===== config.mk =====
export PLATFORM = sky130hd
export DESIGN_NAME = vibration_pattern_sequencer_top
export DESIGN_NICKNAME = d
export VERILOG_FILES = /design/src/rtl/core/vps_pkg.sv /design/src/rtl/core/vps_store.sv /design/src/rtl/core/vps_seq.sv /design/src/rtl/core/vibration_pattern_sequencer_top.sv
export VERILOG_INCLUDE_DIRS = /design/src /design/src/rtl/core
export SDC_FILE = /design/constraint.sdc
export NUM_CORES = 1
export LEC_CHECK = 0
export BUFFER_PORTS_ARGS = -buffer_cell sky130_fd_sc_hd__buf_2
export CAP_MARGIN = 20
export CORE_ASPECT_RATIO = 1.2
export CORE_MARGIN = 2
export CORE_UTILIZATION = 45
export DETAILED_ROUTE_END_ITERATION = 10
export PLACE_DENSITY = 0.6
export SETUP_SLACK_MARGIN = 0.15
export SYNTH_ARGS = -nofsm -noshare
export SYNTH_HDL_FRONTEND = slang
export SYNTH_SLANG_ARGS = --single-unit

===== constraint.sdc =====
create_clock -name clk -period 5.4 [get_ports clk]
set_input_delay 0.81 -clock clk [delete_from_list [all_inputs] [get_ports clk]]
set_output_delay 0.81 -clock clk [all_outputs]
set_load 0.02 [all_outputs]

===== src/rtl/core/vibration_pattern_sequencer_top_macros.svh =====
`ifndef VIBRATION_PATTERN_SEQUENCER_TOP_MACROS_SVH
`define VIBRATION_PATTERN_SEQUENCER_TOP_MACROS_SVH

// Same-cycle implication, sampled on clk, off while rst_n is low.
`define VPS_ASSERT_IMPLY(lbl, ante, cons, msg) \
    lbl: assert property (@(posedge clk) disable iff (!rst_n) (ante) |-> (cons)) \
        else $error(msg);

// Next-cycle implication, sampled on clk, off while rst_n is low.
`define VPS_ASSERT_NEXT(lbl, ante, cons, msg) \
    lbl: assert property (@(posedge clk) disable iff (!rst_n) (ante) |=> (cons)) \
        else $error(msg);

`endif


===== src/rtl/core/vps_pkg.sv =====
package vps_pkg;

    localparam int LEN_W       = 5;
    localparam int CFG_IDX_W   = 1;
    localparam int ENTRY_IDX_W = 4;
    localparam int ENTRY_VAL_W = 16;
    localparam int ON_TIME_W   = 16;
    localparam int TDATA_W     = 24;

    typedef enum logic [1:0] {
        CMD_LOAD   = 2'd0,
        CMD_START  = 2'd1,
        CMD_TICK   = 2'd2,
        CMD_CANCEL = 2'd3
    } cmd_t;

    typedef enum logic [1:0] {
        ST_OK        = 2'd0,
        ST_REJECT    = 2'd1,
        ST_ZERO_LOOP = 2'd2
    } status_t;

    typedef enum logic [CFG_IDX_W-1:0] {
        REG_PATTERN_LENGTH = 1'd0,
        REG_REPEAT_INDEX   = 1'd1
    } cfg_reg_t;

    typedef enum logic [2:0] {
        SEQ_IDLE,
        SEQ_TICK,
        SEQ_STEP,
        SEQ_ON,
        SEQ_NEXT,
        SEQ_OFF,
        SEQ_DONE
    } seq_state_t;

    typedef struct packed {
        logic                 motor_on;
        logic [ON_TIME_W-1:0] on_time;
        logic                 motor_off;
        logic                 playing;
        logic                 finished;
        status_t              status;
    } vps_result_t;

    typedef struct packed {
        logic                   wr_en;
        logic [ENTRY_IDX_W-1:0] wr_index;
        logic                   rd_en;
        logic [LEN_W-1:0]       rd_index;
        logic [LEN_W-1:0]       scan_from;
        logic [LEN_W-1:0]       scan_to;
    } vps_mem_req_t;

endpackage


===== src/rtl/core/vps_store.sv =====
module vps_store #(
    parameter int PATTERN_DEPTH = 16,
    parameter int DURATION_BITS = 16
) (
    input  logic                       clk,
    input  logic                       rst_n,
    input  vps_pkg::vps_mem_req_t      mem_req,
    input  logic [DURATION_BITS-1:0]   wr_data,
    output logic [DURATION_BITS-1:0]   rd_data,
    output logic                       any_nonzero
);
    import vps_pkg::*;

    localparam int IDX_W = $clog2(PATTERN_DEPTH);
    // Entries at or above 32 can never fall inside a 5-bit range.
    localparam int SCAN  = (PATTERN_DEPTH < 32) ? PATTERN_DEPTH : 32;

    logic [DURATION_BITS-1:0] mem [PATTERN_DEPTH];
    logic [DURATION_BITS-1:0] rd_data_reg;
    logic [PATTERN_DEPTH-1:0] marks_reg;
    logic                     wr_ok;

    assign wr_ok = mem_req.wr_en && (32'(mem_req.wr_index) < 32'(PATTERN_DEPTH));

    always_ff @(posedge clk)
    begin
        if (wr_ok)
        begin
            mem[IDX_W'(mem_req.wr_index)] <= wr_data;
        end
        if (mem_req.rd_en)
        begin
            rd_data_reg <= mem[IDX_W'(mem_req.rd_index)];
        end
    end

    always_ff @(posedge clk or negedge rst_n)
    begin
        if (!rst_n)
        begin
            marks_reg <= '0;
        end
        else if (wr_ok)
        begin
            marks_reg[IDX_W'(mem_req.wr_index)] <= (wr_data != '0);
        end
    end

    always_comb
    begin
        any_nonzero = 1'b0;
        for (int i = 0; i < SCAN; i++)
        begin
            if (marks_reg[i] && (LEN_W'(i) >= mem_req.scan_from)
                && (LEN_W'(i) < mem_req.scan_to))
            begin
                any_nonzero = 1'b1;
            end
        end
    end

    assign rd_data = rd_data_reg;

endmodule


===== src/rtl/core/vps_seq.sv =====
`include "vibration_pattern_sequencer_top_macros.svh"

module vps_seq #(
    parameter int PATTERN_DEPTH = 16,
    parameter int DURATION_BITS = 16
) (
    input  logic                                clk,
    input  logic                                rst_n,
    input  logic                                in_valid,
    input  vps_pkg::cmd_t                       in_cmd,
    input  logic [vps_pkg::ENTRY_IDX_W-1:0]     in_entry_index,
    input  logic [vps_pkg::ENTRY_VAL_W-1:0]     in_entry_value,
    input  logic [vps_pkg::LEN_W-1:0]           pattern_length,
    input  logic [vps_pkg::LEN_W-1:0]           repeat_index,
    input  logic                                out_free,
    output logic                                idle,
    output logic                                res_valid,
    output vps_pkg::vps_result_t                result,
    output vps_pkg::vps_mem_req_t               mem_req,
    output logic [DURATION_BITS-1:0]            wr_data,
    input  logic [DURATION_BITS-1:0]            rd_data,
    input  logic                                any_nonzero
);
    import vps_pkg::*;

    localparam int ACC_W   = DURATION_BITS + 1;
    localparam int LEN_CAP = (PATTERN_DEPTH > 31) ? 31 : PATTERN_DEPTH;

    seq_state_t       state_reg, state_next;
    logic             active_reg, active_next;
    logic [LEN_W-1:0] pi_reg, pi_next;
    logic [ACC_W-1:0] acc_reg, acc_next;
    vps_result_t      res_reg, res_next;

    logic [LEN_W-1:0] len_eff;
    logic             rep_neg;
    logic             pi_lt_len;
    logic [ACC_W-1:0] opa, opb, sum;
    logic [31:0]      rd_wide;
    logic [31:0]      val_wide;

    assign len_eff   = (32'(pattern_length) > 32'(LEN_CAP)) ? LEN_W'(LEN_CAP) : pattern_length;
    assign rep_neg   = repeat_index[LEN_W-1];
    assign pi_lt_len = pi_reg < len_eff;
    assign rd_wide   = 32'(rd_data);
    assign val_wide  = 32'(in_entry_value);
    assign wr_data   = val_wide[DURATION_BITS-1:0];

    // Shared adder: load, accumulate and count down the wait.
    always_comb
    begin
        opa = (state_reg == SEQ_ON) ? '0 : acc_reg;
        unique case (state_reg)
            SEQ_TICK: opb = (acc_reg != '0) ? '1 : '0;
            default:  opb = {1'b0, rd_data};
        endcase
        sum = opa + opb;
    end

    always_ff @(posedge clk or negedge rst_n)
    begin
        if (!rst_n)
        begin
            state_reg  <= SEQ_IDLE;
            active_reg <= 1'b0;
            pi_reg     <= '0;
            acc_reg    <= '0;
            res_reg    <= '0;
        end
        else
        begin
            state_reg  <= state_next;
            active_reg <= active_next;
            pi_reg     <= pi_next;
            acc_reg    <= acc_next;
            res_reg    <= res_next;
        end
    end

    always_comb
    begin
        state_next  = state_reg;
        active_next = active_reg;
        pi_next     = pi_reg;
        acc_next    = acc_reg;
        res_next    = res_reg;
        res_valid   = 1'b0;

        mem_req.wr_en     = 1'b0;
        mem_req.wr_index  = in_entry_index;
        mem_req.rd_en     = 1'b0;
        mem_req.rd_index  = pi_reg;
        mem_req.scan_from = '0;
        mem_req.scan_to   = len_eff;

        unique case (state_reg)
            SEQ_IDLE:
            begin
                if (in_valid)
                begin
                    res_next   = '0;
                    state_next = SEQ_DONE;
                    unique case (in_cmd)
                        CMD_LOAD:
                        begin
                            mem_req.wr_en = 1'b1;
                        end
                        CMD_START:
                        begin
                            if ((len_eff == '0) || !any_nonzero
                                || (!rep_neg && (repeat_index >= len_eff)))
                            begin
                                res_next.status = ST_REJECT;
                            end
                            else
                            begin
                                res_next.motor_off = 1'b1;
                                active_next        = 1'b1;
                                pi_next            = '0;
                                acc_next           = '0;
                                state_next         = SEQ_NEXT;
                            end
                        end
                        CMD_TICK:
                        begin
                            if (active_reg)
                            begin
                                state_next = SEQ_TICK;
                            end
                        end
                        CMD_CANCEL:
                        begin
                            active_next        = 1'b0;
                            acc_next           = '0;
                            pi_next            = '0;
                            res_next.motor_off = 1'b1;
                        end
                        default: ;
                    endcase
                end
            end
            SEQ_TICK:
            begin
                acc_next   = sum;
                state_next = (sum == '0) ? SEQ_STEP : SEQ_DONE;
            end
            SEQ_STEP:
            begin
                mem_req.scan_from = repeat_index;
                if (pi_lt_len)
                begin
                    mem_req.rd_en = 1'b1;
                    state_next    = SEQ_ON;
                end
                else if (rep_neg || !any_nonzero)
                begin
                    // Natural end, or a pass from the repeat point that never waits.
                    active_next        = 1'b0;
                    acc_next           = '0;
                    pi_next            = '0;
                    res_next.motor_off = 1'b1;
                    res_next.finished  = rep_neg;
                    res_next.status    = rep_neg ? ST_OK : ST_ZERO_LOOP;
                    state_next         = SEQ_DONE;
                end
                else
                begin
                    pi_next    = repeat_index;
                    acc_next   = '0;
                    state_next = SEQ_NEXT;
                end
            end
            SEQ_ON:
            begin
                acc_next = sum;
                pi_next  = pi_reg + 1'b1;
                if (rd_data != '0)
                begin
                    res_next.motor_on = 1'b1;
                    res_next.on_time  = rd_wide[ON_TIME_W-1:0];
                end
                state_next = SEQ_NEXT;
            end
            SEQ_NEXT:
            begin
                if (pi_lt_len)
                begin
                    mem_req.rd_en = 1'b1;
                    state_next    = SEQ_OFF;
                end
                else
                begin
                    state_next = (acc_reg != '0) ? SEQ_DONE : SEQ_STEP;
                end
            end
            SEQ_OFF:
            begin
                acc_next   = sum;
                pi_next    = pi_reg + 1'b1;
                state_next = (sum != '0) ? SEQ_DONE : SEQ_STEP;
            end
            SEQ_DONE:
            begin
                if (out_free)
                begin
                    res_valid  = 1'b1;
                    state_next = SEQ_IDLE;
                end
            end
            default:
            begin
                state_next = SEQ_IDLE;
            end
        endcase

        res_next.playing = active_next;
    end

    assign idle   = (state_reg == SEQ_IDLE);
    assign result = res_reg;

    `VPS_ASSERT_IMPLY(a_stopped_no_wait, !active_reg, acc_reg == '0,
        "wait count left behind after playback stopped")
    `VPS_ASSERT_IMPLY(a_playing_armed, (state_reg == SEQ_IDLE) && active_reg, acc_reg != '0,
        "playback idle with no wait armed")
    `VPS_ASSERT_IMPLY(a_read_issued, (state_reg == SEQ_ON) || (state_reg == SEQ_OFF),
        $past(mem_req.rd_en), "store data used without a read")

endmodule


===== src/rtl/core/vibration_pattern_sequencer_top.sv =====
// Haptic on/off pattern sequencer.
// Input words (s_t*) carry a command in s_tuser: load an entry, start, a one
// millisecond tick, or cancel. Every input word yields exactly one result word
// on m_t*: motor on/off commands, the on time, playing/finished flags and a
// status code in m_tuser.
// The cfg channel writes pattern_length (index 0) and repeat_index (index 1)
// and is always ready; write it only while no word is in flight.
// A load, cancel, start rejection or idle tick goes from acceptance straight to
// the final step; a tick that only counts down passes the countdown step first.
// A tick or start that walks the pattern spends a registered store read and an
// accumulate on each entry it visits, plus end-of-pattern checks at each
// pattern end, over at most about two passes over the pattern.
// One word is in work at a time; s_tready is low while the sequencer walks.
// The finished result sits in an output register, so the next word is taken
// while it waits; a stalled m_tready holds the result and the sequencer
// waits in its final step until the register frees up.
// Reset clears playback, the nonzero marks and the registers (length 0,
// repeat -1); store contents stay undefined until loaded.
`include "vibration_pattern_sequencer_top_macros.svh"

module vibration_pattern_sequencer_top #(
    parameter int PATTERN_DEPTH = 16,
    parameter int DURATION_BITS = 16
) (
    input  logic                                clk,
    input  logic                                rst_n,
    input  logic                                s_tvalid,
    output logic                                s_tready,
    // entry_index[3:0], entry_value[19:4], zero[23:20]
    input  logic [vps_pkg::TDATA_W-1:0]         s_tdata,
    // cmd[1:0]
    input  logic [1:0]                          s_tuser,
    output logic                                m_tvalid,
    input  logic                                m_tready,
    // motor_on[0], on_time[16:1], motor_off[17], playing[18], finished[19],
    // zero[23:20]
    output logic [vps_pkg::TDATA_W-1:0]         m_tdata,
    // status[1:0]
    output logic [1:0]                          m_tuser,
    input  logic                                cfg_valid,
    output logic                                cfg_ready,
    input  logic [vps_pkg::CFG_IDX_W-1:0]       cfg_index,
    input  logic [vps_pkg::LEN_W-1:0]           cfg_data
);
    import vps_pkg::*;

    logic [LEN_W-1:0] len_reg;
    logic [LEN_W-1:0] rep_reg;
    logic             m_valid_reg;
    vps_result_t      out_reg;

    logic                     seq_idle;
    logic                     res_valid;
    vps_result_t              result;
    vps_mem_req_t             mem_req;
    logic [DURATION_BITS-1:0] wr_data;
    logic [DURATION_BITS-1:0] rd_data;
    logic                     any_nonzero;
    logic                     out_free;
    logic                     in_accept;

    assign cfg_ready = 1'b1;
    assign s_tready  = seq_idle;
    assign in_accept = s_tvalid && s_tready;
    assign out_free  = !m_valid_reg || m_tready;

    always_ff @(posedge clk or negedge rst_n)
    begin
        if (!rst_n)
        begin
            len_reg <= '0;
            rep_reg <= '1;
        end
        else if (cfg_valid && cfg_ready)
        begin
            unique case (cfg_reg_t'(cfg_index))
                REG_PATTERN_LENGTH: len_reg <= cfg_data;
                REG_REPEAT_INDEX:   rep_reg <= cfg_data;
                default: ;
            endcase
        end
    end

    always_ff @(posedge clk or negedge rst_n)
    begin
        if (!rst_n)
        begin
            m_valid_reg <= 1'b0;
        end
        else if (res_valid)
        begin
            m_valid_reg <= 1'b1;
        end
        else if (m_tready)
        begin
            m_valid_reg <= 1'b0;
        end
    end

    always_ff @(posedge clk)
    begin
        if (res_valid)
        begin
            out_reg <= result;
        end
    end

    vps_seq #(
        .PATTERN_DEPTH(PATTERN_DEPTH),
        .DURATION_BITS(DURATION_BITS)
    ) u_seq (
        .clk            (clk),
        .rst_n          (rst_n),
        .in_valid       (in_accept),
        .in_cmd         (cmd_t'(s_tuser)),
        .in_entry_index (s_tdata[ENTRY_IDX_W-1:0]),
        .in_entry_value (s_tdata[ENTRY_IDX_W +: ENTRY_VAL_W]),
        .pattern_length (len_reg),
        .repeat_index   (rep_reg),
        .out_free       (out_free),
        .idle           (seq_idle),
        .res_valid      (res_valid),
        .result         (result),
        .mem_req        (mem_req),
        .wr_data        (wr_data),
        .rd_data        (rd_data),
        .any_nonzero    (any_nonzero)
    );

    vps_store #(
        .PATTERN_DEPTH(PATTERN_DEPTH),
        .DURATION_BITS(DURATION_BITS)
    ) u_store (
        .clk         (clk),
        .rst_n       (rst_n),
        .mem_req     (mem_req),
        .wr_data     (wr_data),
        .rd_data     (rd_data),
        .any_nonzero (any_nonzero)
    );

    assign m_tvalid = m_valid_reg;
    assign m_tdata  = {4'b0000, out_reg.finished, out_reg.playing, out_reg.motor_off,
                       out_reg.on_time, out_reg.motor_on};
    assign m_tuser  = out_reg.status;

    `VPS_ASSERT_NEXT(a_busy_after_accept, s_tvalid && s_tready, !s_tready,
        "word accepted while the sequencer was still busy")
    `VPS_ASSERT_IMPLY(a_on_not_finished, m_tvalid, !(m_tdata[0] && m_tdata[19]),
        "motor-on issued on the word that ends the pattern")
    `VPS_ASSERT_IMPLY(a_finished_stops, m_tvalid && m_tdata[19], !m_tdata[18] && m_tdata[17],
        "finished word still playing or without motor off")
    `VPS_ASSERT_IMPLY(a_reject_quiet, m_tvalid && (m_tuser == ST_REJECT),
        !m_tdata[0] && !m_tdata[17], "rejected start drove the motor")

endmodule


Yosys cells after proc, flatten, opt, wreduce, memory -nomap -nowiden
Memories as Yosys holds them, arrays and structs flattened. A register that Yosys moved wholly into a read port is not among the register bits.
Cells that the tools add are included.
{"block": "op_classes", "addsub": 2, "order_cmp": 37, "eq_ne": 16, "mux": 78, "bitwise": 1, "n_reduce_logical": 66}
{"op": "17-bit 2-to-1 mux", "n": 7}
{"op": "17-bit case mux with 2 select lines", "n": 2}
{"op": "17-bit case mux with 3 select lines", "n": 1}
{"op": "4-bit by 5-bit greater-or-equal comparator with 1-bit output, first input constant", "n": 8}
{"op": "4-bit by 5-bit < comparator with 1-bit output, first input constant", "n": 8}
{"op": "1-bit 2-to-1 mux", "n": 36}
{"op": "1-bit logical AND", "n": 35}
{"op": "17-bit nonzero test", "n": 2}
{"op": "16-bit nonzero test", "n": 2}
{"op": "3-bit 2-to-1 mux", "n": 10}
{"op": "5-bit 2-to-1 mux", "n": 6}
{"op": "22-bit 2-to-1 mux", "n": 1}
{"op": "3-bit case mux with 7 select lines", "n": 1}
{"op": "3-bit by 5-bit greater-or-equal comparator with 1-bit output, first input constant", "n": 4}
{"op": "3-bit by 5-bit < comparator with 1-bit output, first input constant", "n": 4}
{"op": "17-bit adder", "n": 1}
{"op": "17-bit logical NOT", "n": 1}
{"op": "16-bit bitwise mux", "n": 1}
{"op": "5-bit case mux with 3 select lines", "n": 1}
{"op": "3-bit case mux with 2 select lines", "n": 2}
{"op": "1-bit by 5-bit greater-or-equal comparator with 1-bit output, first input constant", "n": 2}
{"op": "2-bit by 5-bit greater-or-equal comparator with 1-bit output, first input constant", "n": 2}
{"op": "1-bit by 5-bit < comparator with 1-bit output, first input constant", "n": 2}
{"op": "2-bit by 5-bit < comparator with 1-bit output, first input constant", "n": 2}
{"op": "other kinds (34)", "n": 59}
{"block": "totals", "reg_bits": 96, "mem_bits_rw": 256, "in_bits": 37, "output_inout_bits": 29, "word_cells": 220, "n_memories": 1}
{"name": "u_store.mem", "words": 16, "word_bits": 16, "read_ports": 1, "rd_clocked_by_memory_dff": 1, "wr": 1, "line_no": "vps_store.sv:18", "source": "logic [DURATION_BITS-1:0] mem [PATTERN_DEPTH];"}

Longest topological paths before layout
Gate-level depths: netlist of run 1.
{"block": "depth", "ltp_word": 28, "depth_mapped": 18, "ltp_nobuf": 16}

Modules after synthesis
A second synthesis of run 1 with hierarchy kept.
{"block": "unflattened", "hier_cells": 1017, "hier_area_um2": 16131.7}
{"module": "vps_store", "instances": 1, "cells_per_inst": 494, "area_each_um2": 11183.2, "seq_area_each_um2": 8568.2}
{"module": "vps_seq", "instances": 1, "cells_per_inst": 468, "area_each_um2": 3786.1, "seq_area_each_um2": 1176.1}
{"module": "vibration_pattern_sequencer_top", "instances": 1, "cells_per_inst": 55, "area_each_um2": 1162.4, "seq_area_each_um2": 942.2}

Least setup slack after synthesis of run 1
OpenSTA, ideal clock, no wires.
{"block": "synth_timing", "path_kind": "register to register", "start": "register u_seq.state_reg[2]", "end": "register u_seq.state_reg[2]", "setup_ps": 124, "arrival_time_ps": 4485, "required_time_ps": 5276, "setup_slack_ps": 791, "path_stages_with_launch": 19, "n_path_buf": 3, "synth_period_minus_slack_ps": 4609, "cell_sequence": "dfrtp_1 buf_2 clkbuf_1 nor3b_1 clkinv_1 nor2_1 clkbuf_1 a21oi_1 ha_1 fa_1 a21o_1 a22oi_2 a21oi_2 a21o_1 a21oi_2 xnor2_1 or4_1 or3_1 o31a_1"}
{"block": "synth_between", "elab_chain_cells": 6, "word_cells_on_any_way": 19, "classes_between": "add/sub (1); eq/ne (8); mux (5); reduce/logical (5)"}
{"element": "start: declaration", "line_no": "vps_seq.sv:29", "source": "seq_state_t state_reg, state_next;"}
{"element": "start signal: assignment", "line_no": "vps_seq.sv:72", "source": "state_reg <= state_next;"}
{"element": "3-bit by 2-bit equality test with 1-bit output or 3-bit by 1-bit equality test with 1-bit output (tied branches)", "line_no": "vps_seq.sv:52, vps_seq.sv:96, vps_seq.sv:53"}
{"element": "17-bit 2-to-1 mux, on equally long branches", "line_no": "vps_seq.sv:52, vps_seq.sv:53"}
{"element": "17-bit adder", "line_no": "vps_seq.sv:57", "source": "sum = opa + opb;"}
{"element": "17-bit nonzero test or 17-bit logical NOT (tied branches)", "line_no": "vps_seq.sv:200, vps_seq.sv:145"}
{"element": "3-bit 2-to-1 mux, on equally long branches", "line_no": "vps_seq.sv:200, vps_seq.sv:145"}
{"element": "3-bit case mux with 7 select lines", "line_no": "vps_seq.sv:96", "source": "unique case (state_reg)"}
Several ways; a longest one is shown, not always the timed one.
A chain may end at the register's enable or synchronous reset.

Worst setup path after layout of run 1
{"block": "layout_timing", "start": "register u_seq.acc_reg[9]", "end": "register u_seq.state_reg[2]"}
{"block": "layout_between", "elab_chain_cells": 7, "word_cells_on_any_way": 12, "classes_between": "add/sub (1); mux (8); reduce/logical (3)"}
{"element": "start: declaration", "line_no": "vps_seq.sv:32", "source": "logic [ACC_W-1:0] acc_reg, acc_next;"}
{"element": "start signal: assignment", "line_no": "vps_seq.sv:75", "source": "acc_reg <= acc_next;"}
{"element": "17-bit nonzero test", "line_no": "vps_seq.sv:54, vps_seq.sv:193"}
{"element": "17-bit 2-to-1 mux", "line_no": "vps_seq.sv:54", "source": "SEQ_TICK: opb = (acc_reg != '0) ? '1 : '0;"}
{"element": "17-bit 2-to-1 mux", "line_no": "vps_seq.sv:53", "source": "unique case (state_reg)"}
{"element": "17-bit adder", "line_no": "vps_seq.sv:57"}
{"element": "17-bit nonzero test or 17-bit logical NOT (tied branches)", "line_no": "vps_seq.sv:200, vps_seq.sv:145"}
{"element": "3-bit 2-to-1 mux, on equally long branches", "line_no": "vps_seq.sv:200, vps_seq.sv:145"}
{"element": "3-bit case mux with 7 select lines *", "line_no": "vps_seq.sv:96"}
Mark *: on every way between the ends. The rest lies on a longest branch, timed or not.

==> metrics.csv, run 1 <==
metric,value,unit
GPL Wtd Cong,0.843,
sequential area share after synthesis,66.7,%
yosys warns,0,
detailed-route wire length per cell,22.1,um
"CTS clk-pin slew, worst paths",60,ps
share of the synthesized area in the top cell type,55.1,%
max cap viols,0,
status,"complete, no violations",
TNS Setup,0,ps
worst-margin pin slew,1130,ps
worst skew pair latency,550,ps
CTS tree,done,
initial antenna violation count,3,
Die Wd,176,um
deepest clock path buffer count,3,
Detailed Routing Iterations Pass 1,6,
Crit Path Class,flop to flop,
Starting Density,45.8,%
Worst Path Required,5830,ps
post-route ant nets,0,
cell count after synthesis,1090,
dpl cells,1580,
Worst Path Max Fanout,14,
Multi-input gate area,5020,um^2
HPWL after detailed placement,23200,um
Pwr Density,494,nW/um^2
ys flop type,edfxtp_1,
Biggest register,u_store.mem,
sequential share of power,41.0,%
Layout area overhead,13.3,%
internal power,6.02,mW
via/cell ratio,5.71,
post-route insts no fill,1652,
GRT Overall Usage,20.1,%
Post-route DRC,0,
Setup-failing EPs final,0,
Leak,6.47,nW
startpoint types,flop,
Post-synth EDFFs,294,
maximum vdd ir drop,0.000294,V
First DRT Iteration DRCs,756,
crit end category,flop,
Setup Skew,14.5,ps
Synth Cell Area,16000,um^2
H-tree depth,2,
Final Max Slew Viols,0,
Filler Cell Count,2954,
top cell type by total area after synthesis,edfxtp_1,
worst path arrival time,4980,ps
hold crit path type,input port to asynchronous set/reset pin,
cts hold-fix bufs,0,
vias in the first global route,9533,
GR Util met1,26.0,%
Mapped Avg Cell Area,14.7,um^2
Root Driver,clkbuf_16,
Clk pwr share,28.5,%
total CTS buffers,38,
met3 Use GR,3.20,%
Post-CTS Setup Inserts,0,
Post-CTS Resized,0,
max reg flops,256,
GR peak layer,met2,
met2 usage in global routing,34.9,%
Net Sw Frac,32.8,%
largest net degree at the start of global routing,75,
# clock sinks,368,
via count,9434,
Register Area,10700,um^2
Die Area,37100,um^2
Layout Nets,1227,
"Async S/R FF share, synth",20.1,%
DIE HEIGHT,211,um
Switching Power,2.95,mW
Yosys reg bits,368,
Port Buffers,56,
share of cells above drive strength 1,21.4,%
Final Hold Viols,0,
Routed Wire Length,36500,um
grt ovf,0,
Netlist cell types,82,
Core Area,35000,um^2
number of cell rows,75,
fin crit share,84.3,%
Comb power frac,30.4,%
relative slew slack,24.2,%
fin crit period,4550,ps
f_max,0.220,GHz
Area contributors post-synth,"edfxtp_1 (55%), dfrtp_1 (11%), mux4_2 (4.5%), mux2i_1 (3.2%), mux2_2 (2.8%)",
first-pass GRT wire length,56300,um
RSZ-0062 raised after global routing,no,
IO Pins,66,
==> metrics by stage <==
stage / util [%] / hold slack, ps / cell area [um^2] / setup WS (ps) / power [mW]
finish: 51.9 / 403 / 18100 / 845 / 8.97
global placement: 48.2 / 431 / 16900 / 827 / 6.44
CTS: 51.8 / 444 / 18100 / 816 / 9.04
floorplan: - / 425 / 16000 / 791 / 5.74
detailed placement: 48.3 / 431 / 16900 / 833 / 6.47
global route: 51.8 / 451 / 18100 / 494 / 9.48
==> cell usage in the layout, fill, tap and decap left out, types with 6 or more instances in the layout <==
cell type,synthesis,layout
buf_4,6,26
nand4_1,6,6
a21oi_1,57,57
nor2_2,0,11
buf_2,2,55
mux4_2,32,32
nor4_1,12,12
edfxtp_1,294,294
nand2b_1,6,6
clkbuf_1,42,11
a221oi_1,16,16
ha_1,30,30
nand3_1,23,23
clkbuf_16,0,38
nor2_1,44,32
xor2_1,6,6
a22o_1,15,15
mux2i_1,52,52
a22oi_1,17,17
inv_1,29,29
a21o_1,10,10
mux2_2,40,40
o21ai_0,73,73
dfrtp_1,69,68
nand2_1,62,62
and2_1,21,21
xnor2_1,11,11
==> area by class of cell <==
class | count | area share [%]
diodes | 1 | 0.0138
clock inverters | 16 | 0.875
flip-flops and latches | 368 | 58.9
repair buffers | 85 | 2.90
multi-input cells | 635 | 27.6
inverters | 31 | 0.641
well taps | 462 | 3.18
clock buffers | 54 | 5.85
==> cells by family (layout without fill, tap and decap cells) <==
family	after synthesis	in the layout	synth area share (%)
flops	368	368	66.7
compound gates	246	246	10.2
simple gates	211	211	6.52
mux	125	125	10.6
buf+inv	90	186	2.44
fa+ha+maj	31	31	2.47
xor+xnor	17	17	0.930
other cells	2	6	0.0469
==> worst max-delay path: stages (launching register included) <==
cell and delay (ps):
dfrtp_1 390, nor4_1 350, nand4_1 190, or4_4 460, nor2_1 180, buf_4 240, a21oi_1 60, ha_1 360
a21oi_1 170, o21ai_0 120, a211oi_1 270, nor2_1 100, nor4_1 340, nand4b_1 160, or4_1 500, or3_1 330
o31a_1 240
==> metal layers <==
metal	vias to the layer above	part of all wire [%]
met5	-	0.036
met4	2	3.1
met3	71	4.5
met2	236	51
met1	4749	41
li1	4376	-
==> power by group through the flow <==
stage / registers (mW) / clock network [mW] / logic [mW]
after floorplan: 3.67 / 0 / 2.07
after global placement: 3.73 / 0 / 2.71
after detailed placement: 3.74 / 0 / 2.73
after CTS: 3.68 / 2.61 / 2.75
after global routing: 3.72 / 2.72 / 3.03
final: 3.68 / 2.56 / 2.73
==> Yosys cell counts (all sizes together), types with 3 or more instances <==
| master | number |
|---|---|
| o21ai | 73 |
| a211o | 4 |
| xnor2 | 11 |
| a31o | 3 |
| mux2i | 52 |
| or3 | 3 |
| nor4 | 13 |
| dfstp | 5 |
| and2 | 21 |
| a21oi | 59 |
| and3 | 5 |
| a22o | 16 |
| clkbuf | 44 |
| nor2 | 44 |
| dfrtp | 69 |
| nand2 | 63 |
| nor2b | 7 |
| a31oi | 4 |
| nand2b | 6 |
| buf | 15 |
| nand3 | 23 |
| a21o | 10 |
| xor2 | 6 |
| inv | 29 |
| o31ai | 5 |
| edfxtp | 294 |
| nand4 | 6 |
| mux2 | 41 |
| mux4 | 32 |
| nor3 | 9 |
| a221oi | 17 |
| a22oi | 18 |
| ha | 30 |
| a41oi | 3 |
==> worst paths after layout <==
path	startpoint	end	slack, ps	cells past startpoint
worst min-delay path	rst_n	u_store.marks_reg[0]	400	1
min in group clk	u_seq.result[20]	m_tdata[16]	440	0
worst max-delay path	u_seq.acc_reg[9]	u_seq.state_reg[2]	850	16
worst min register to register	u_seq.result[20]	m_tdata[16]	440	0
max in group asynchronous	rst_n	u_seq.pi_reg[0]	4250	1
worst max register to register	u_seq.acc_reg[9]	u_seq.state_reg[2]	850	16
Power figures use the tool's default switching activity.
==> run 2, diff against run 1 <==
PLACE_DENSITY = 0.63   (was 0.6)
clock period = 4 ns   (was 5.4 ns; I/O delays follow)
==> metrics.csv, run 2 (same netlist as run 1, synthesis figures left out) <==
metric,value,unit,change
status,"finished, violations left",,
failing checks,setup timing,,
detailed-route wire length per cell,21.6,um,-2.3%
most frequent cells in the layout,"edfxtp_1 (294), buf_4 (90), o21ai_0 (68), dfrtp_1 (68), nand2_1 (61)",,
Pwr Density,705,nW/um^2,+43%
Port Buffers,56,,unchanged
Setup-failing EPs final,2,,+2
worst skew pair latency,540,ps,about the same
Place WS,-590,ps,-1420 ps
met3 Use GR,3.58,%,+0.38 points
post-route insts no fill,1716,,+3.9%
area of placed instances,17400,um^2,+2.7%
max reg flops,256,,unchanged
worst path arrival time,4940,ps,-40 ps
GPL Wtd Cong,0.855,,+1.4%
Final Max Slew Viols,0,,unchanged
"CP delay by family, top",simple AND/OR/NAND/NOR gates,,
total CTS buffers,38,,unchanged
Worst Path Required,4410,ps,-1420 ps
number of cell rows,75,,unchanged
Worst Path Max Fanout,4,,-10
CP bufs+invs,2,,+1
IO Pins,66,,unchanged
CP Cell Sequence,nor4_4 > buf_4 > nand4_1 > or4_4 > nor2_4 > a21oi_2 > ha_2 > fa_2 > a21o_4 > a21oi_2 > xnor2_2 > nor4_2 > buf_4 > nand4b_1 > or4_4 > or3_4 > o31a_1,,
Starting Density,45.8,%,unchanged
"Largest stage delay, worst path",490,ps,about the same
Final Hold Viols,0,,unchanged
maximum vdd ir drop,0.000431,V,+47%
H-tree depth,2,,unchanged
Leak,6.82,nW,+5.3%
hold crit path type,input port to asynchronous set/reset pin,,
largest net degree at the start of global routing,102,,+36%
GR Util met1,26.0,%,+0.047 points
"most common cell after layout, fill and taps aside",edfxtp_1,,
fin crit period,4530,ps,-26.1 ps
met2 usage in global routing,34.9,%,about the same
relative slew slack,30.8,%,+6.6 points
Filler Cell Count,2879,,-2.5%
post-route ant nets,0,,unchanged
# clock sinks,368,,unchanged
first-pass GRT wire length,56800,um,+0.82%
Final Cell Area,18800,um^2,+3.7%
Layout Nets,1292,,+5.3%
Core Area,35000,um^2,unchanged
dpl cells,1640,,+3.8%
HPWL after detailed placement,22700,um,-2.0%
initial antenna violation count,1,,-2
via count,9691,,+2.7%
slowest cell on the critical path,or4_4,,
Routed Wire Length,37000,um,+1.5%
Diodes inserted,0,,-1
Layout area overhead,17.6,%,
DIE HEIGHT,211,um,unchanged
crit end category,flop,,
Detailed Routing Iterations Pass 1,7,,+1
max cap viols,0,,unchanged
Tot Pwr,13.3,mW,+48%
setup ws final,-528,ps,-1370 ps
GR peak layer,met2,,
First DRT Iteration DRCs,701,,-7.3%
"CTS clk-pin slew, worst paths",60,ps,about the same
r2r setup slk,-530,ps,-1370 ps
CTS tree,done,,
vias in the first global route,9829,,+3.1%
Root Driver,clkbuf_16,,
Setup Skew,14.1,ps,-0.384 ps
Die Wd,176,um,unchanged
Post-route DRC,0,,unchanged
fin crit share,113,%,+29 points
startpoint types,flop,,
Biggest register,u_store.mem,,
deepest clock path buffer count,3,,unchanged
Crit Path Class,flop to flop,,
Die Area,37100,um^2,unchanged
worst-margin pin slew,1030,ps,-97.4 ps
grt ovf,0,,unchanged
GRT Overall Usage,20.2,%,+0.032 points
via/cell ratio,5.65,,-1.1%
cts hold-fix bufs,0,,unchanged
f_max,0.221,GHz,+0.58%
RSZ-0062 raised after global routing,yes,,
share of cells above drive strength 1,28.2,%,+6.9 points
==> run 2: cell count changes in the layout (fill, tap and decap cells not counted), moves of 4 or more <==
cell      change
clkbuf_8      -4
clkinv_1      +4
clkinv_2      +4
a21oi_1      -13
ha_1          -4
buf_4        +64
o21ai_0       -5
a21oi_2      +11
==> run 2: worst register-to-register path, stage by stage (launching register included) <==
cell and delay, ps:
dfrtp_1 410, nor4_4 340, buf_4 160, nand4_1 100, or4_4 470, nor2_4 200, a21oi_2 50, ha_2 200
fa_2 340, a21o_4 240, a21oi_2 190, xnor2_2 110, nor4_2 260, buf_4 150, nand4b_1 110, or4_4 490
or3_4 330, o31a_1 240
==> run 2: layout make-up <==
class                           count  area [um^2]  area share, %
Tap cell                          462          578           3.07
Inverter                           31          118          0.625
Clock inverter                     23          180          0.957
Clock buffer                       47          995           5.28
Multi-Input combinational cell    635         5250           27.9
Timing Repair Buffer              150         1020           5.40
Sequential cell                   368        10700           56.8
==> run 2: where the power goes <==
part	leakage [nW]	internal [mW]	switching [mW]	total [mW]
Sequential	3.61	4.65	0.276	4.93
Combinational	2.64	2.36	2.64	5.00
Clock	0.572	1.91	1.44	3.35
Total	6.82	8.92	4.36	13.3
==> run 2: worst paths after layout <==
check / cells after the start / endpoint / start
worst min-delay path: 1 / len_reg[4] / rst_n
worst min register to register: 0 / m_tdata[1] / u_seq.result[5]
max in group asynchronous: 1 / u_seq.pi_reg[0] / rst_n
worst max register to register: 17 / u_seq.state_reg[2] / u_seq.acc_reg[0]
min in group clk: 3 / len_reg[4] / cfg_data[4]
worst max-delay path: 17 / u_seq.state_reg[2] / u_seq.acc_reg[0]
==> run 2: timing repair <==
action / 4_1_cts / 5_1_grt
endpoints found under the hold margin: 0 / 0
resized for setup: 5 / 43
pin swaps: 6 / 23
cloned: 0 / 0
buffers inserted: 0 / 6
endpoints found under the setup margin: 5 / 7
==> run 2: metal layers <==
metal	wire length (um)	vias up
met4	973	2
li1	-	4510
met2	18900	225
met5	13	-
met1	15400	4881
met3	1700	73
==> run 2: per-stage QoR <==
step / TNS [ps] / hold WS, ps / utilization [%]
after floorplan: -88.3 / 304 / -
after global placement: -533 / 432 / 49.6
after detailed placement: -634 / 431 / 49.6
after CTS: -464 / 249 / 53.0
after global routing: -852 / 293 / 53.8
final: -540 / 238 / 53.8
==> run 3, diff against run 2 <==
MAX_ROUTING_LAYER = met4   (was default)
==> metrics.csv, run 3 (same netlist as run 1, synthesis figures left out) <==
metric,value,unit,change
via/cell ratio,5.70,,+0.94%
Layout Nets,1292,,unchanged
post-route insts no fill,1712,,-0.23%
relative slew slack,31.0,%,+0.18 points
Filler Cell Count,2864,,-0.52%
Reg2Reg Depth,17,,unchanged
HPWL after detailed placement,22900,um,+0.85%
fin crit period,4360,ps,-166 ps
worst skew pair latency,530,ps,about the same
startpoint types,flop,,
Final Hold Viols,0,,unchanged
Detailed Routing Iterations Pass 1,5,,-2
First DRT Iteration DRCs,721,,+2.9%
Tot Pwr,12.9,mW,-2.5%
Comb power frac,36.7,%,-1.0 points
dpl cells,1640,,unchanged
r2r setup slk,-360,ps,+170 ps
Biggest register,u_store.mem,,
Crit Path Class,flop to flop,,
failing checks,setup timing,,
worst-margin pin slew,1030,ps,-2.72 ps
worst path arrival time,4770,ps,-170 ps
most frequent cells in the layout,"edfxtp_1 (294), buf_4 (91), o21ai_0 (71)",,
GRT Overall Usage,20.6,%,+0.46 points
via count,9759,,+0.70%
Layout area overhead,16.7,%,
Die Area,37100,um^2,unchanged
Starting Density,45.8,%,unchanged
H-tree depth,2,,unchanged
Register Area,10700,um^2,unchanged
Clk pwr share,25.4,%,+0.2 points
share of cells above drive strength 1,27.0,%,-1.2 points
Die Wd,176,um,unchanged
# clock sinks,368,,unchanged
deepest clock path buffer count,3,,unchanged
DIE HEIGHT,211,um,unchanged
Multi-input gate area,5150,um^2,-2.0%
status,"finished, violations left",,
area of placed instances,17400,um^2,unchanged
reg2reg start,u_seq.acc_reg[0],,
cts hold-fix bufs,0,,unchanged
fin crit share,109,%,-4.1 points
FF-to-FF End,u_seq.state_reg[2],,
GPL Wtd Cong,0.873,,+2.1%
total CTS buffers,38,,unchanged
f_max,0.229,GHz,+3.8%
Root Driver,clkbuf_16,,
Net Sw Frac,32.2,%,-0.61 points
first-pass GRT wire length,56700,um,-0.11%
post-route ant nets,0,,unchanged
Pwr Density,692,nW/um^2,-1.8%
RSZ-0062 raised after global routing,yes,,
Setup Skew,15.3,ps,+1.16 ps
crit end category,flop,,
number of cell rows,75,,unchanged
Final Cell Area,18700,um^2,-0.69%
maximum vdd ir drop,0.000406,V,-5.8%
grt ovf,0,,unchanged
Switching Power,4.17,mW,-4.3%
IO Pins,66,,unchanged
CTS tree,done,,
Core Area,35000,um^2,unchanged
"CTS clk-pin slew, worst paths",60,ps,about the same
Setup-failing EPs final,1,,-1
"most common cell after layout, fill and taps aside",edfxtp_1,,
Place WS,-449,ps,+142 ps
initial antenna violation count,2,,+1
internal power,8.78,mW,-1.6%
Leak,6.77,nW,-0.69%
detailed-route wire length per cell,21.5,um,-0.52%
largest net degree at the start of global routing,102,,unchanged
setup ws final,-362,ps,+166 ps
Worst Path Max Fanout,4,,unchanged
Final Max Slew Viols,0,,unchanged
Post-route DRC,0,,unchanged
Routed Wire Length,36700,um,-0.75%
Worst Path Required,4400,ps,about the same
vias in the first global route,9878,,+0.50%
hold crit path type,input port to asynchronous set/reset pin,,
max cap viols,0,,unchanged
Port Buffers,56,,unchanged
sequential share of power,37.9,%,+0.8 points
max reg flops,256,,unchanged
Hold Worst Slack,220,ps,-17.4 ps
[run 3: power groups by stage]
stage	clock network, mW	registers, mW	logic (mW)
3_3_place_gp	0	4.97	4.46
6_report	3.29	4.91	4.74
4_1_cts	3.36	4.91	4.52
2_1_floorplan	0	4.96	2.80
3_5_place_dp	0	4.98	4.49
5_1_grt	3.49	4.96	5.20
[run 3: repair_timing]
item / CTS / global route
cloned: 0 / 0
setup buffers: 1 / 4
resized for setup: 2 / 25
endpoints found under the setup margin: 3 / 4
pin swaps: 3 / 22
[run 3: how the worst max path moves through the flow]
stage | startpoint | slack, ps | end
global placement | u_seq.acc_reg[0] | -380 | u_seq.state_reg[2]
detailed placement | u_seq.acc_reg[0] | -450 | u_seq.state_reg[2]
floorplan | u_seq.acc_reg[12] | -90 | u_seq.state_reg[2]
finish | u_seq.acc_reg[0] | -360 | u_seq.state_reg[2]
global route | u_seq.acc_reg[0] | -600 | u_seq.state_reg[2]
CTS | u_seq.acc_reg[3] | -430 | u_seq.state_reg[2]
[run 3: routing by layer]
layer,global-route usage (%),part of all wire [%]
met1,25.6,41
met2,35.4,51
met3,3.15,4.9
met4,5.56,2.4
met5,-,0
[run 3: critical path: stages, from the launching register on]
cell and delay, ps:
dfrtp_1 390, nor4_2 280, buf_4 150, nand4_1 100
or4_4 450, nor2_4 210, a21oi_2 50, ha_2 200
fa_2 350, a21o_4 240, a221oi_4 250, o21bai_1 130
a21oi_2 170, xnor2_2 100, a21o_1 160, or4_1 470
or3_1 320, o31a_1 240
[run 3: per-stage QoR]
step                utilization [%]  TNS, ps
floorplan                         -    -88.3
global placement               49.6     -380
detailed placement             49.6     -449
CTS                            52.9     -429
global route                   53.4     -634
finish                         53.4     -362
[run 3: final cells by class]
cell class,instances,share of cell area [%]
flip-flops and latches,368,57.2
multi-input cells,635,27.5
clock buffers,52,5.53
repair buffers,150,5.43
well taps,462,3.09
inverters,31,0.629
clock inverters,12,0.589
diodes,2,0.0268
